==> src/rtl/mtg_pkg.sv <==
// Package with the shared constants, types and helper functions of the MT19937 generator.
`default_nettype none

package mtg_pkg;

  localparam int WORD_W        = 32;
  localparam int STATE_WORDS   = 624;
  localparam int MIDDLE_OFFSET = 397;
  localparam int IDX_W         = $clog2(STATE_WORDS);
  localparam int CNT_W         = $clog2(WORD_W);
  localparam int OP_W          = 2;

  localparam logic [IDX_W-1:0] POS_EXHAUSTED = IDX_W'(STATE_WORDS);
  localparam logic [IDX_W-1:0] LAST_IDX      = IDX_W'(STATE_WORDS - 1);
  localparam logic [IDX_W-1:0] FIRST_MID     = IDX_W'(MIDDLE_OFFSET);

  localparam logic [WORD_W-1:0] SEED_RESET   = 32'd5489;
  localparam logic [WORD_W-1:0] SEED_MULT    = 32'd1812433253;
  localparam logic [WORD_W-1:0] TEMPER_B     = 32'h9d2c_5680;
  localparam logic [WORD_W-1:0] TEMPER_C     = 32'hefc6_0000;
  localparam logic [WORD_W-1:0] TWIST_MATRIX = 32'h9908_b0df;
  localparam logic [7:0]        EXP_BIAS_M32 = 8'd95;

  typedef enum logic [OP_W-1:0] {
    OP_RESEED,
    OP_RAW,
    OP_MOD,
    OP_FLOAT
  } mtg_op_t;

  typedef enum logic [3:0] {
    ST_IDLE,
    ST_SEED_INIT,
    ST_SEED_MUL,
    ST_SEED_ADD,
    ST_TW_START,
    ST_TW_LOAD,
    ST_TW_RUN,
    ST_RD_ISSUE,
    ST_RD_WAIT,
    ST_DISPATCH,
    ST_DIV,
    ST_FLT,
    ST_FINISH
  } mtg_state_t;

  typedef struct packed {
    logic              en;
    logic [IDX_W-1:0]  addr;
    logic [WORD_W-1:0] data;
  } mtg_wr_t;

  typedef struct packed {
    logic [IDX_W-1:0] addr_a;
    logic [IDX_W-1:0] addr_b;
  } mtg_rd_t;

  function automatic logic [IDX_W-1:0] next_index(input logic [IDX_W-1:0] j);
    logic [IDX_W-1:0] r;
    r = (j == LAST_IDX) ? '0 : j + IDX_W'(1);
    return r;
  endfunction

  function automatic logic [IDX_W-1:0] mid_index(input logic [IDX_W-1:0] j);
    logic [IDX_W:0] s;
    s = {1'b0, j} + (IDX_W+1)'(MIDDLE_OFFSET);
    if (s >= (IDX_W+1)'(STATE_WORDS)) begin
      s = s - (IDX_W+1)'(STATE_WORDS);
    end
    return s[IDX_W-1:0];
  endfunction

  function automatic logic [WORD_W-1:0] temper(input logic [WORD_W-1:0] w);
    logic [WORD_W-1:0] v;
    v = w;
    v = v ^ (v >> 11);
    v = v ^ ((v << 7) & TEMPER_B);
    v = v ^ ((v << 15) & TEMPER_C);
    v = v ^ (v >> 18);
    return v;
  endfunction

endpackage

`default_nettype wire

==> src/rtl/mtg_divider.sv <==
// Restoring remainder unit that retires one dividend bit per cycle.
`default_nettype none

module mtg_divider
  import mtg_pkg::*;
(
  input  wire logic              clk,
  input  wire logic              rst,
  input  wire logic              start,
  input  wire logic [WORD_W-1:0] dividend,
  input  wire logic [WORD_W-1:0] divisor,
  output logic                   done,
  output logic      [WORD_W-1:0] remainder
);

  logic              busy;
  logic [CNT_W-1:0]  count;
  logic [WORD_W-1:0] dvd;
  logic [WORD_W-1:0] dsr;
  logic [WORD_W:0]   trial;
  logic [WORD_W:0]   diff;

  assign trial = {remainder, dvd[WORD_W-1]};
  assign diff  = trial - {1'b0, dsr};

  always_ff @(posedge clk) begin
    if (rst) begin
      busy <= 1'b0;
      done <= 1'b0;
    end else begin
      done <= 1'b0;
      if (start) begin
        busy <= 1'b1;
      end else if (busy && count == '0) begin
        busy <= 1'b0;
        done <= 1'b1;
      end
    end
  end

  always_ff @(posedge clk) begin
    if (start) begin
      count     <= CNT_W'(WORD_W - 1);
      dvd       <= dividend;
      dsr       <= divisor;
      remainder <= '0;
    end else if (busy) begin
      count <= count - CNT_W'(1);
      dvd   <= dvd << 1;
      if (!diff[WORD_W]) begin
        remainder <= diff[WORD_W-1:0];
      end else begin
        remainder <= trial[WORD_W-1:0];
      end
    end
  end

endmodule

`default_nettype wire

==> config.mk <==
export PLATFORM = sky130hd
export DESIGN_NAME = mtg_divider
export DESIGN_NICKNAME = d
export VERILOG_FILES = /design/src/rtl/mtg_pkg.sv /design/src/rtl/mtg_divider.sv
export SDC_FILE = /design/constraint.sdc
export NUM_CORES = 1
export LEC_CHECK = 0
export BUFFER_PORTS_ARGS = -buffer_cell sky130_fd_sc_hd__clkbuf_2
export CAP_MARGIN = 40
export CORE_UTILIZATION = 25
export DETAILED_ROUTE_END_ITERATION = 8
export SYNTH_ARGS = -nofsm -noshare
export SYNTH_HDL_FRONTEND = slang
export SYNTH_SLANG_ARGS = --single-unit
==> constraint.sdc <==
create_clock -name clk -period 3.4 [get_ports clk]
set_input_delay 0.68 -clock clk [delete_from_list [all_inputs] [get_ports clk]]
set_output_delay 0.68 -clock clk [all_outputs]
set_load 0.02 [all_outputs]
==> results.py <==
metrics = {
    "yosys": {
        "syn_area_um2": 5810,
        "synth-edff-count": 64,
        "netlist_instances": 553,
        "synthFlopType": "edfxtp_1",
        "synth_top_area_share": 0.331,
        "synth_area_leader_cell": "edfxtp_1",
        "synth_warnings": 0,
        "ys_seq_area_frac": 0.466,
        "synth_nets": 654,
        "ys_seq_elements": 103,
        "synth.top_cells.by_area": "edfxtp_1, dfxtp_1, ha_1, mux2_2, mux2i_1",
        "ys_async_sr_fraction": 0,
        "synth_cell_type_count": 61,
        "ys_top_cells_by_count": "edfxtp_1, nand2_1, inv_1, dfxtp_1, nor2_1",
        "yosysMostFrequentCell": "edfxtp_1",
        "synth.avg_cell_area_um2": 10.5,
    },
    "cts": {
        "clk_latency_ns": 0.37,
        "cts_tree": "built",
        "clockBufferDepth": 2,
        "postCtsSetupRepairBufs": 0,
        "cts_hold_buffers": 0,
        "numCtsBuffers": 9,
        "clk_transition_reported_paths_ns": 0.09,
        "cts.sinks": 103,
        "cts_root_buf": "clkbuf_16",
        "cts_max_level": 3,
        "cts-resized-gates": 0,
    },
    "sta": {
        "fmax_mhz": 323,
        "setup_slack_ns": 0.303,
        "fin_crit_sh": 0.911,
        "hold_viol": 0,
        "slew_headroom": 0.564,
        "slew_violations": 0,
        "setup_tns_ns": 0,
        "setup_viol_count_final": 0,
        "grt_setup_unrepaired": "false",
        "min_period_ns": 3.10,
        "fin_skew_ns": 0.0211,
        "tightest_slew_ns": 0.654,
    },
    "run_status": {
        "run_status": "finished, final reports clean",
    },
    "power_and_ir_drop": {
        "p_leak_uw": 0.00289,
        "power_density_nw_per_um2": 442,
        "vdd_drop_max_mv": 0.218,
    },
    "worst_setup_path": {
        "end_kind": "flop",
        "rr_endpoint": "remainder[0]$_SDFFE_PP0P_",
        "reg2regPathDepth": 13,
        "arrival_ns": 3.38,
        "cp_data_required_time_ns": 3.68,
        "cp_common_cell": "o211ai_2",
        "crit_type": "flop to flop",
        "cp_top_family": "compound AO/OA/AOI/OAI gates",
        "cp_slowest_cell": "a311oi_4",
        "ff2ff_setup_slack_ns": 0.30,
        "crit_fanout": 5,
        "cp-start-kind": "flop",
        "path_buf_inv": 2,
        "crit_chain": "inv_1 -> ha_1 -> fa_1 -> nor2b_4 -> o31ai_4 -> a31oi_2 -> o211ai_2 -> o211ai_2 -> a311oi_4 -> xnor2_4 -> buf_4 -> mux2_1 -> a211oi_2",
        "slowest_delay_ns": 0.44,
        "rr_startpoint": "dvd[31]$_DFFE_PP_",
    },
    "layout": {
        "n_antenna_cell": 0,
        "fin_nets": 757,
        "finish.utilization": 0.309,
        "final-seq-area_um2": 2700,
        "area.growth.synth_to_final_pct": 20.8,
        "nFillCells": 2391,
        "multi_input_area_um2": 2850,
        "drive_above_1_share": 0.259,
    },
    "global_routing": {
        "grt_max_degree": 43,
        "antenna_found_initial": 1,
        "globalRouteOverflowTotal": 0,
        "grt_pass1_wl_um": 22300,
        "gr-usage-all-layers": 0.120,
        "first_global_vias": 4314,
    },
    "place": {
        "dp_slack_ns": 0.0950,
        "place_congestion": 0.852,
        "portBuffers": 99,
        "dp_hpwl_um": 10300,
    },
    "floorplanning": {
        "fp.dieW_um": 154,
        "io_pins": 100,
        "start_util": 0.256,
        "row_count": 55,
        "die_y_um": 154,
        "design.die.area_um2": 23800,
        "core-area_um2": 22700,
    },
    "min_path": {
        "hold_path_end": "dsr[23]$_DFFE_PP_",
        "hold_depth": 1,
        "min-delay-start": "divisor[23]",
        "worstHoldPathType": "input pin to flop",
    },
    "detailed_routing": {
        "via_per_inst": 4.59,
        "drt-wirelength-per-cell_um": 14.7,
        "vias": 4339,
        "drt_iter0_drc": 145,
        "drcViolationCount": 0,
        "routed_wl_um": 13900,
        "first_pass_iters": 4,
        "drtAntennaViolNets": 0,
    },
    "flow_run": {
        "cap_violations": 0,
    },
}
[final cells by class]
cell class | instances | area share
clock buffers | 9 | 0.0321
clock inverters | 7 | 0.0116
inverters | 45 | 0.0241
multi-input cells | 382 | 0.406
flip-flops and latches | 103 | 0.385
well taps | 285 | 0.0508
repair buffers | 115 | 0.0899
[flip-flops by register name (all words and copies together) (netlist names)]
| register | flops |
|---|---|
| dsr | 32 |
| done | 1 |
| remainder | 32 |
| busy | 1 |
| count | 5 |
| dvd | 32 |
[layout by cell type (no fill, tap or decap), types with 8 or more instances in the layout]
| cell | instances |
|---|---|
| nand2_1 | 47 |
| dfxtp_1 | 39 |
| xor2_1 | 13 |
| a21o_1 | 8 |
| o21ai_0 | 20 |
| inv_1 | 45 |
| xnor2_1 | 18 |
| ha_1 | 33 |
| clkbuf_2 | 98 |
| nand2b_1 | 9 |
| mux2_2 | 31 |
| a211oi_1 | 14 |
| nor2_1 | 36 |
| a21oi_1 | 33 |
| clkbuf_16 | 9 |
| buf_4 | 16 |
| edfxtp_1 | 64 |
| mux2i_1 | 23 |
[power by group]
group	internal, µW	total, µW	switching, µW
Sequential	1430	1480	44.3
Combinational	243	562	319
Clock	527	1070	539
Total	2200	3100	902
[routing by layer]
metal,part of all wire,vias to the layer above,track usage
li1,-,2217,-
met4,0.010,0,0.0321
met1,0.46,2010,0.145
met2,0.45,103,0.198
met3,0.074,9,0.0446
met5,0,-,0
[metrics by stage]
stage	area [µm²]	cells	power (µW)	hold WS (ns)
floorplan	5810	553	1890	0.441
global placement	6680	926	2060	0.476
detailed placement	6680	926	2070	0.483
CTS	6990	942	3150	0.463
global route	7020	946	3270	0.470
finish	7020	946	3100	0.482
[worst max-delay path by stage]
stage,from,to,slack [ns],depth (start not counted)
global placement,dvd[31]$_DFFE_PP_,remainder[10]$_SDFFE_PP0P_,0.15,13
floorplan,remainder[1]$_SDFFE_PP0P_,remainder[17]$_SDFFE_PP0P_,0.51,11
finish,dvd[31]$_DFFE_PP_,remainder[0]$_SDFFE_PP0P_,0.30,13
global route,dvd[31]$_DFFE_PP_,remainder[18]$_SDFFE_PP0P_,0.1,14
CTS,dvd[31]$_DFFE_PP_,remainder[10]$_SDFFE_PP0P_,0.05,13
detailed placement,dvd[31]$_DFFE_PP_,remainder[10]$_SDFFE_PP0P_,0.09,13
[cell families after synthesis]
group / Yosys count / synth area share
AO/OA/AOI/OAI: 131 / 0.157
AND/OR/NAND/NOR: 130 / 0.106
flip-flops: 103 / 0.466
buffers and inverters: 68 / 0.0455
multiplexers: 55 / 0.102
adder cells (fa/ha/maj): 34 / 0.0746
XOR/XNOR: 32 / 0.0496
Note: power is estimated with default switching activity, not from simulation.
