### src/rtl/mtg_pkg.sv
// Package with the shared constants, types and helper functions of the MT19937 generator.
`default_nettype none

package mtg_pkg;

  localparam int WORD_W        = 32;
  localparam int STATE_WORDS   = 624;
  localparam int MIDDLE_OFFSET = 397;
  localparam int IDX_W         = $clog2(STATE_WORDS);
  localparam int CNT_W         = $clog2(WORD_W);
  localparam int OP_W          = 2;

  localparam logic [IDX_W-1:0] POS_EXHAUSTED = IDX_W'(STATE_WORDS);
  localparam logic [IDX_W-1:0] LAST_IDX      = IDX_W'(STATE_WORDS - 1);
  localparam logic [IDX_W-1:0] FIRST_MID     = IDX_W'(MIDDLE_OFFSET);

  localparam logic [WORD_W-1:0] SEED_RESET   = 32'd5489;
  localparam logic [WORD_W-1:0] SEED_MULT    = 32'd1812433253;
  localparam logic [WORD_W-1:0] TEMPER_B     = 32'h9d2c_5680;
  localparam logic [WORD_W-1:0] TEMPER_C     = 32'hefc6_0000;
  localparam logic [WORD_W-1:0] TWIST_MATRIX = 32'h9908_b0df;
  localparam logic [7:0]        EXP_BIAS_M32 = 8'd95;

  typedef enum logic [OP_W-1:0] {
    OP_RESEED,
    OP_RAW,
    OP_MOD,
    OP_FLOAT
  } mtg_op_t;

  typedef enum logic [3:0] {
    ST_IDLE,
    ST_SEED_INIT,
    ST_SEED_MUL,
    ST_SEED_ADD,
    ST_TW_START,
    ST_TW_LOAD,
    ST_TW_RUN,
    ST_RD_ISSUE,
    ST_RD_WAIT,
    ST_DISPATCH,
    ST_DIV,
    ST_FLT,
    ST_FINISH
  } mtg_state_t;

  typedef struct packed {
    logic              en;
    logic [IDX_W-1:0]  addr;
    logic [WORD_W-1:0] data;
  } mtg_wr_t;

  typedef struct packed {
    logic [IDX_W-1:0] addr_a;
    logic [IDX_W-1:0] addr_b;
  } mtg_rd_t;

  function automatic logic [IDX_W-1:0] next_index(input logic [IDX_W-1:0] j);
    logic [IDX_W-1:0] r;
    r = (j == LAST_IDX) ? '0 : j + IDX_W'(1);
    return r;
  endfunction

  function automatic logic [IDX_W-1:0] mid_index(input logic [IDX_W-1:0] j);
    logic [IDX_W:0] s;
    s = {1'b0, j} + (IDX_W+1)'(MIDDLE_OFFSET);
    if (s >= (IDX_W+1)'(STATE_WORDS)) begin
      s = s - (IDX_W+1)'(STATE_WORDS);
    end
    return s[IDX_W-1:0];
  endfunction

  function automatic logic [WORD_W-1:0] temper(input logic [WORD_W-1:0] w);
    logic [WORD_W-1:0] v;
    v = w;
    v = v ^ (v >> 11);
    v = v ^ ((v << 7) & TEMPER_B);
    v = v ^ ((v << 15) & TEMPER_C);
    v = v ^ (v >> 18);
    return v;
  endfunction

endpackage

`default_nettype wire

### src/rtl/mtg_float.sv
// Word to single-precision converter that normalizes by one bit per cycle, then rounds.
`default_nettype none

module mtg_float
  import mtg_pkg::*;
(
  input  wire logic              clk,
  input  wire logic              rst,
  input  wire logic              start,
  input  wire logic [WORD_W-1:0] word,
  output logic                   done,
  output logic      [WORD_W-1:0] bits
);

  logic              busy;
  logic [WORD_W-1:0] norm;
  logic [CNT_W-1:0]  msb;
  logic              round_up;
  logic [24:0]       mant;
  logic              carry;
  logic [7:0]        expo;
  logic [22:0]       frac;

  assign round_up = norm[7] && ((|norm[6:0]) || norm[8]);
  assign mant     = {1'b0, norm[31:8]} + 25'(round_up);
  assign carry    = mant[24];
  assign expo     = {3'b000, msb} + EXP_BIAS_M32 + 8'(carry);
  assign frac     = carry ? '0 : mant[22:0];

  always_ff @(posedge clk) begin
    if (rst) begin
      busy <= 1'b0;
      done <= 1'b0;
    end else begin
      done <= 1'b0;
      if (start) begin
        busy <= (word != '0);
        done <= (word == '0);
      end else if (busy && norm[WORD_W-1]) begin
        busy <= 1'b0;
        done <= 1'b1;
      end
    end
  end

  always_ff @(posedge clk) begin
    if (start) begin
      norm <= word;
      msb  <= CNT_W'(WORD_W - 1);
      bits <= '0;
    end else if (busy) begin
      if (norm[WORD_W-1]) begin
        bits <= {1'b0, expo, frac};
      end else begin
        norm <= norm << 1;
        msb  <= msb - CNT_W'(1);
      end
    end
  end

endmodule

`default_nettype wire

### config.mk
export PLATFORM = sky130hd
export DESIGN_NAME = mtg_float
export DESIGN_NICKNAME = d
export VERILOG_FILES = /design/src/rtl/mtg_pkg.sv /design/src/rtl/mtg_float.sv
export SDC_FILE = /design/constraint.sdc
export NUM_CORES = 1
export LEC_CHECK = 0
export ABC_AREA = 1
export BUFFER_PORTS_ARGS = -buffer_cell sky130_fd_sc_hd__buf_2
export CAP_MARGIN = 10
export CORE_ASPECT_RATIO = 0.8
export CORE_MARGIN = 2
export CORE_UTILIZATION = 60
export CTS_BUF_LIST = sky130_fd_sc_hd__clkbuf_8
export DETAILED_ROUTE_END_ITERATION = 10
export PLACE_DENSITY = 0.86
export SYNTH_ARGS = -nofsm -noshare
export SYNTH_HDL_FRONTEND = slang
export SYNTH_SLANG_ARGS = --single-unit
### constraint.sdc
create_clock -name clk -period 4.72 [get_ports clk]
set_input_delay 0.236 -clock clk [delete_from_list [all_inputs] [get_ports clk]]
set_output_delay 0.236 -clock clk [all_outputs]
set_load 0.02 [all_outputs]
==> run_summary.xml <==
<?xml version="1.0" encoding="UTF-8"?>
<metrics>
  <group name="grt">
    <metric name="global_route.usage.total" unit="%">24.68</metric>
    <metric name="grt_overflow_total" unit="">0</metric>
    <metric name="first_pass_grt_wire_length" unit="µm">12530</metric>
    <metric name="grt_antenna_before_repair" unit="">0</metric>
    <metric name="grt_start_max_net_pins" unit="">33</metric>
    <metric name="first_global_vias" unit="">2717</metric>
  </group>
  <group name="pwr">
    <metric name="pwr_density_cell" unit="nW/µm²">335.7</metric>
    <metric name="finalPower" unit="mW">1.378</metric>
    <metric name="ir_drop" unit="µV">228.1</metric>
    <metric name="p_clk_share" unit="%">35.4</metric>
    <metric name="static-leakage-power" unit="nW">1.920</metric>
    <metric name="power.combinational.fraction" unit="%">13.1</metric>
    <metric name="seq_power_share" unit="%">51.5</metric>
    <metric name="cellInternalPower" unit="mW">1.005</metric>
    <metric name="p_switching" unit="mW">0.3724</metric>
    <metric name="swShare" unit="%">27.04</metric>
  </group>
  <group name="cells_and_area">
    <metric name="final_cell_area" unit="µm²">4104</metric>
    <metric name="fill_cells" unit="">437</metric>
    <metric name="area_growth" unit="%">16.31</metric>
    <metric name="multi_input_comb_area" unit="µm²">1491</metric>
    <metric name="number_of_antenna_cells_inserted" unit="">0</metric>
    <metric name="postLayoutCoreUtil" unit="%">73.87</metric>
    <metric name="drive_above_1_share" unit="%">22.91</metric>
    <metric name="final_nets" unit="">536</metric>
    <metric name="seqCellArea" unit="µm²">1702</metric>
  </group>
  <group name="worst_setup_path">
    <metric name="timing.critical_path.cells" unit="">nand2_1 -&gt; inv_1 -&gt; ha_1 -&gt; nand2_2 -&gt; nor2_4 -&gt; nand2_4 -&gt; nor2_8 -&gt; nand3_4 -&gt; ha_1 -&gt; ha_1 -&gt; nand2_1 -&gt; xor2_1 -&gt; a22o_1</metric>
    <metric name="setup.worst_path.end_class" unit="">flip-flop</metric>
    <metric name="largest_fanout_on_the_critical_path" unit="">5</metric>
    <metric name="worst_path_largest_cell_delay" unit="ps">370</metric>
    <metric name="critPathLaunchType" unit="">flip-flop</metric>
    <metric name="worst_path_most_repeated_cell" unit="">sky130_fd_sc_hd__ha_1</metric>
    <metric name="crit_arrival" unit="ps">2490</metric>
    <metric name="worstPathBufferInverterCount" unit="">1</metric>
    <metric name="critical_path.slowest_cell" unit="">sky130_fd_sc_hd__edfxtp_1</metric>
    <metric name="worst_ep_required" unit="ps">4960</metric>
    <metric name="path_class" unit="">reg2reg</metric>
    <metric name="critical_path.top_delay_family" unit="">simple AND/OR/NAND/NOR gates</metric>
  </group>
  <group name="sta">
    <metric name="timing_max_transition_violations_final" unit="">0</metric>
    <metric name="final_layout_setup_total_negative_slack" unit="ps">0</metric>
    <metric name="fin_clk_skew" unit="ps">7.672</metric>
    <metric name="tmin_final" unit="ps">2248</metric>
    <metric name="worst-slew-pin-transition" unit="ps">859.2</metric>
    <metric name="final_hold_viol_count" unit="">0</metric>
    <metric name="relSlewSlack" unit="%">42.66</metric>
    <metric name="max_clock_freq" unit="MHz">444.8</metric>
    <metric name="setup_repair_after_global_routing_missed_its_margin" unit="">no</metric>
    <metric name="final_min_period_over_clock_period" unit="%">47.63</metric>
    <metric name="fin_hold_ws" unit="ps">47.41</metric>
    <metric name="timing.final.setup_violations" unit="">0</metric>
  </group>
  <group name="clock_tree">
    <metric name="cts_inserted_buffers" unit="">9</metric>
    <metric name="cts.sink_count" unit="">69</metric>
    <metric name="clock_insertion_delay_worst_skew" unit="ps">350</metric>
    <metric name="max_buffers_root_to_sink" unit="">2</metric>
    <metric name="cts.clk_slew.worst_paths" unit="ps">70</metric>
    <metric name="postCtsSetupRepairBufs" unit="">0</metric>
    <metric name="cts.repair.resized" unit="">0</metric>
    <metric name="postCtsHoldBufs" unit="">0</metric>
    <metric name="cts_tree" unit="">built</metric>
    <metric name="cts_h_tree_lvls" unit="">3</metric>
    <metric name="clock-root-buffer" unit="">sky130_fd_sc_hd__clkbuf_8</metric>
  </group>
  <group name="synth">
    <metric name="synth.yosys.seq_area_share" unit="%">48.23</metric>
    <metric name="post_synth_instance_area" unit="µm²">3528</metric>
    <metric name="ys.warnings.count" unit="">0</metric>
    <metric name="area_share_of_the_largest_cell_type_after_synthesis" unit="%">27.23</metric>
    <metric name="post_synth.cell_area_avg" unit="µm²">8.206</metric>
    <metric name="synth.ff_latch_count" unit="">69</metric>
    <metric name="syn-instance-count" unit="">430</metric>
    <metric name="synth_area_leaders" unit="">sky130_fd_sc_hd__edfxtp_1, sky130_fd_sc_hd__dfxtp_1, sky130_fd_sc_hd__nand2_1</metric>
    <metric name="synth_area_leader_cell" unit="">sky130_fd_sc_hd__edfxtp_1</metric>
    <metric name="synthDistinctLibCells" unit="">33</metric>
  </group>
  <group name="detailed_routing">
    <metric name="routed_wire_length_per_instance" unit="µm">13.52</metric>
    <metric name="routed_wl" unit="µm">7844</metric>
    <metric name="dr.pass1.iters" unit="">4</metric>
    <metric name="vias" unit="">3041</metric>
    <metric name="drcViolationCount" unit="">0</metric>
    <metric name="via_per_inst" unit="">5.243</metric>
    <metric name="ant_nets" unit="">0</metric>
    <metric name="detail_route.iter0.violations" unit="">265</metric>
  </group>
  <group name="min_path">
    <metric name="min_path_type" unit="">in2reg</metric>
  </group>
  <group name="flow_run">
    <metric name="timing.max_cap.violations" unit="">0</metric>
  </group>
  <group name="floorplan">
    <metric name="die_height" unit="µm">72.59</metric>
    <metric name="die_area" unit="µm²">6514</metric>
    <metric name="core_area" unit="µm²">5555</metric>
    <metric name="die-width" unit="µm">89.74</metric>
    <metric name="floorplan.io_pins" unit="">68</metric>
    <metric name="starting_density_of_the_core" unit="%">63.51</metric>
    <metric name="placementRows" unit="">24</metric>
  </group>
  <group name="placement">
    <metric name="gp_congestion" unit="">0.9699</metric>
    <metric name="dpl_cell_area" unit="µm²">3874</metric>
    <metric name="dpl.hpwl" unit="µm">6003</metric>
    <metric name="portBuffers" unit="">65</metric>
  </group>
  <group name="status">
    <metric name="status" unit="">completed</metric>
  </group>
</metrics>
==> cell families (layout without fill, tap and decap cells) <==
group                    Yosys count  after routing  share of synthesized area, %
AO/OA/AOI/OAI                     61             61                         10.35
other                              1              2                        0.1063
AND/OR/NAND/NOR                  202            202                         26.56
XOR/XNOR                          15             15                         3.723
adder cells (fa/ha/maj)            4              4                         1.418
buffers and inverters             78            149                         9.610
flip-flops                        69             69                         48.23
==> registers in the layout (all words and copies together), names as in the netlist <==
signal / flops
norm: 32
done: 1
busy: 1
bits: 30
msb: 5
==> worst register-to-register path, cell delays in order (launching register included) <==
cell and delay [ps]:
sky130_fd_sc_hd__edfxtp_1 370, sky130_fd_sc_hd__nand2_1 100, sky130_fd_sc_hd__inv_1 130, sky130_fd_sc_hd__ha_1 210, sky130_fd_sc_hd__nand2_2 90, sky130_fd_sc_hd__nor2_4 160, sky130_fd_sc_hd__nand2_4 100, sky130_fd_sc_hd__nor2_8 140
sky130_fd_sc_hd__nand3_4 120, sky130_fd_sc_hd__ha_1 210, sky130_fd_sc_hd__ha_1 210, sky130_fd_sc_hd__nand2_1 90, sky130_fd_sc_hd__xor2_1 60, sky130_fd_sc_hd__a22o_1 170
==> synthesized netlist by cell type, drive strengths merged <==
cell and number:
nand2 119, nand4 12, inv 66, dfxtp 37, nor2 42, edfxtp 32
nor3 5, ha 4, o21ai 39, o22ai 12, or2 1, buf 6
a21oi 8, nand3 21, clkbuf 6, a22o 2, xnor2 5, nand3b 2
xor2 10, conb 1
==> layout make-up <==
| type | instances | share of cell area, % |
|---|---|---|
| clock buffers | 11 | 3.689 |
| clock inverters | 5 | 1.250 |
| inverters | 66 | 6.098 |
| multi-input cells | 284 | 36.34 |
| flip-flops and latches | 69 | 41.46 |
| well taps | 78 | 2.378 |
| repair buffers | 67 | 8.780 |
==> cell usage in the layout (no fill, tap or decap) <==
cell / Yosys / final
sky130_fd_sc_hd__nand2_2: 5 / 5
sky130_fd_sc_hd__xnor2_1: 5 / 5
sky130_fd_sc_hd__ha_1: 4 / 4
sky130_fd_sc_hd__buf_2: 2 / 65
sky130_fd_sc_hd__inv_2: 4 / 4
sky130_fd_sc_hd__nand2_4: 2 / 2
sky130_fd_sc_hd__nor3_1: 5 / 5
sky130_fd_sc_hd__xor2_1: 10 / 10
sky130_fd_sc_hd__clkinv_2: 0 / 2
sky130_fd_sc_hd__nand4_1: 12 / 12
sky130_fd_sc_hd__nand3_4: 1 / 1
sky130_fd_sc_hd__nor2_2: 2 / 2
sky130_fd_sc_hd__nor2_8: 1 / 1
sky130_fd_sc_hd__or2_2: 1 / 1
sky130_fd_sc_hd__buf_16: 0 / 1
sky130_fd_sc_hd__a22o_1: 2 / 2
sky130_fd_sc_hd__nand2_1: 112 / 112
sky130_fd_sc_hd__inv_4: 1 / 1
sky130_fd_sc_hd__a21oi_1: 8 / 8
sky130_fd_sc_hd__buf_4: 2 / 1
sky130_fd_sc_hd__nand3b_1: 2 / 2
sky130_fd_sc_hd__o21ai_2: 10 / 10
sky130_fd_sc_hd__conb_1: 1 / 2
sky130_fd_sc_hd__edfxtp_1: 32 / 32
sky130_fd_sc_hd__dfxtp_1: 37 / 37
sky130_fd_sc_hd__clkbuf_8: 1 / 11
sky130_fd_sc_hd__nand3_1: 20 / 20
sky130_fd_sc_hd__o21ai_0: 29 / 29
sky130_fd_sc_hd__inv_1: 61 / 62
sky130_fd_sc_hd__nor2_4: 6 / 6
sky130_fd_sc_hd__bufinv_16: 0 / 1
sky130_fd_sc_hd__nor2_1: 33 / 33
sky130_fd_sc_hd__clkinvlp_4: 0 / 1
sky130_fd_sc_hd__o22ai_1: 12 / 12
==> layer usage <==
| layer | wire, µm | part of all wire (%) | global-route usage, % | vias up |
|---|---|---|---|---|
| met4 | 149 | 1.9 | 9.573 | 0 |
| met5 | 0 | 0 | 0 | - |
| met3 | 683 | 8.7 | 6.095 | 14 |
| met1 | 3714 | 47 | 34.35 | 1381 |
| met2 | 3297 | 42 | 37.96 | 126 |
| li1 | - | - | - | 1520 |
==> per-stage QoR <==
stage	worst slack, ps	cells
after global placement	2105	563
after CTS	2409	579
after detailed placement	2072	563
final	2472	580
after floorplan	2703	431
after global routing	2317	580
==> power by group through the flow <==
stage	registers (mW)	clock network, mW	logic [mW]
after CTS	0.709	0.489	0.175
after global routing	0.715	0.513	0.199
final	0.710	0.487	0.181
after floorplan	0.731	0	0.105
after detailed placement	0.722	0	0.175
after global placement	0.720	0	0.170
==> path summary, 6_finish.rpt <==
check                             start               endpoint  slack (ps)  cells past startpoint
setup / recovery      norm[7]$_DFFE_PP_  bits[27]$_SDFFE_PP0P_        2470                     13
hold / removal                      rst        done$_SDFF_PP0_          50                      2
setup reg to reg      norm[7]$_DFFE_PP_  bits[27]$_SDFFE_PP0P_        2470                     13
hold reg to reg   bits[14]$_SDFFE_PP0P_  bits[14]$_SDFFE_PP0P_         450                      2
Power figures use the tool's default switching activity.
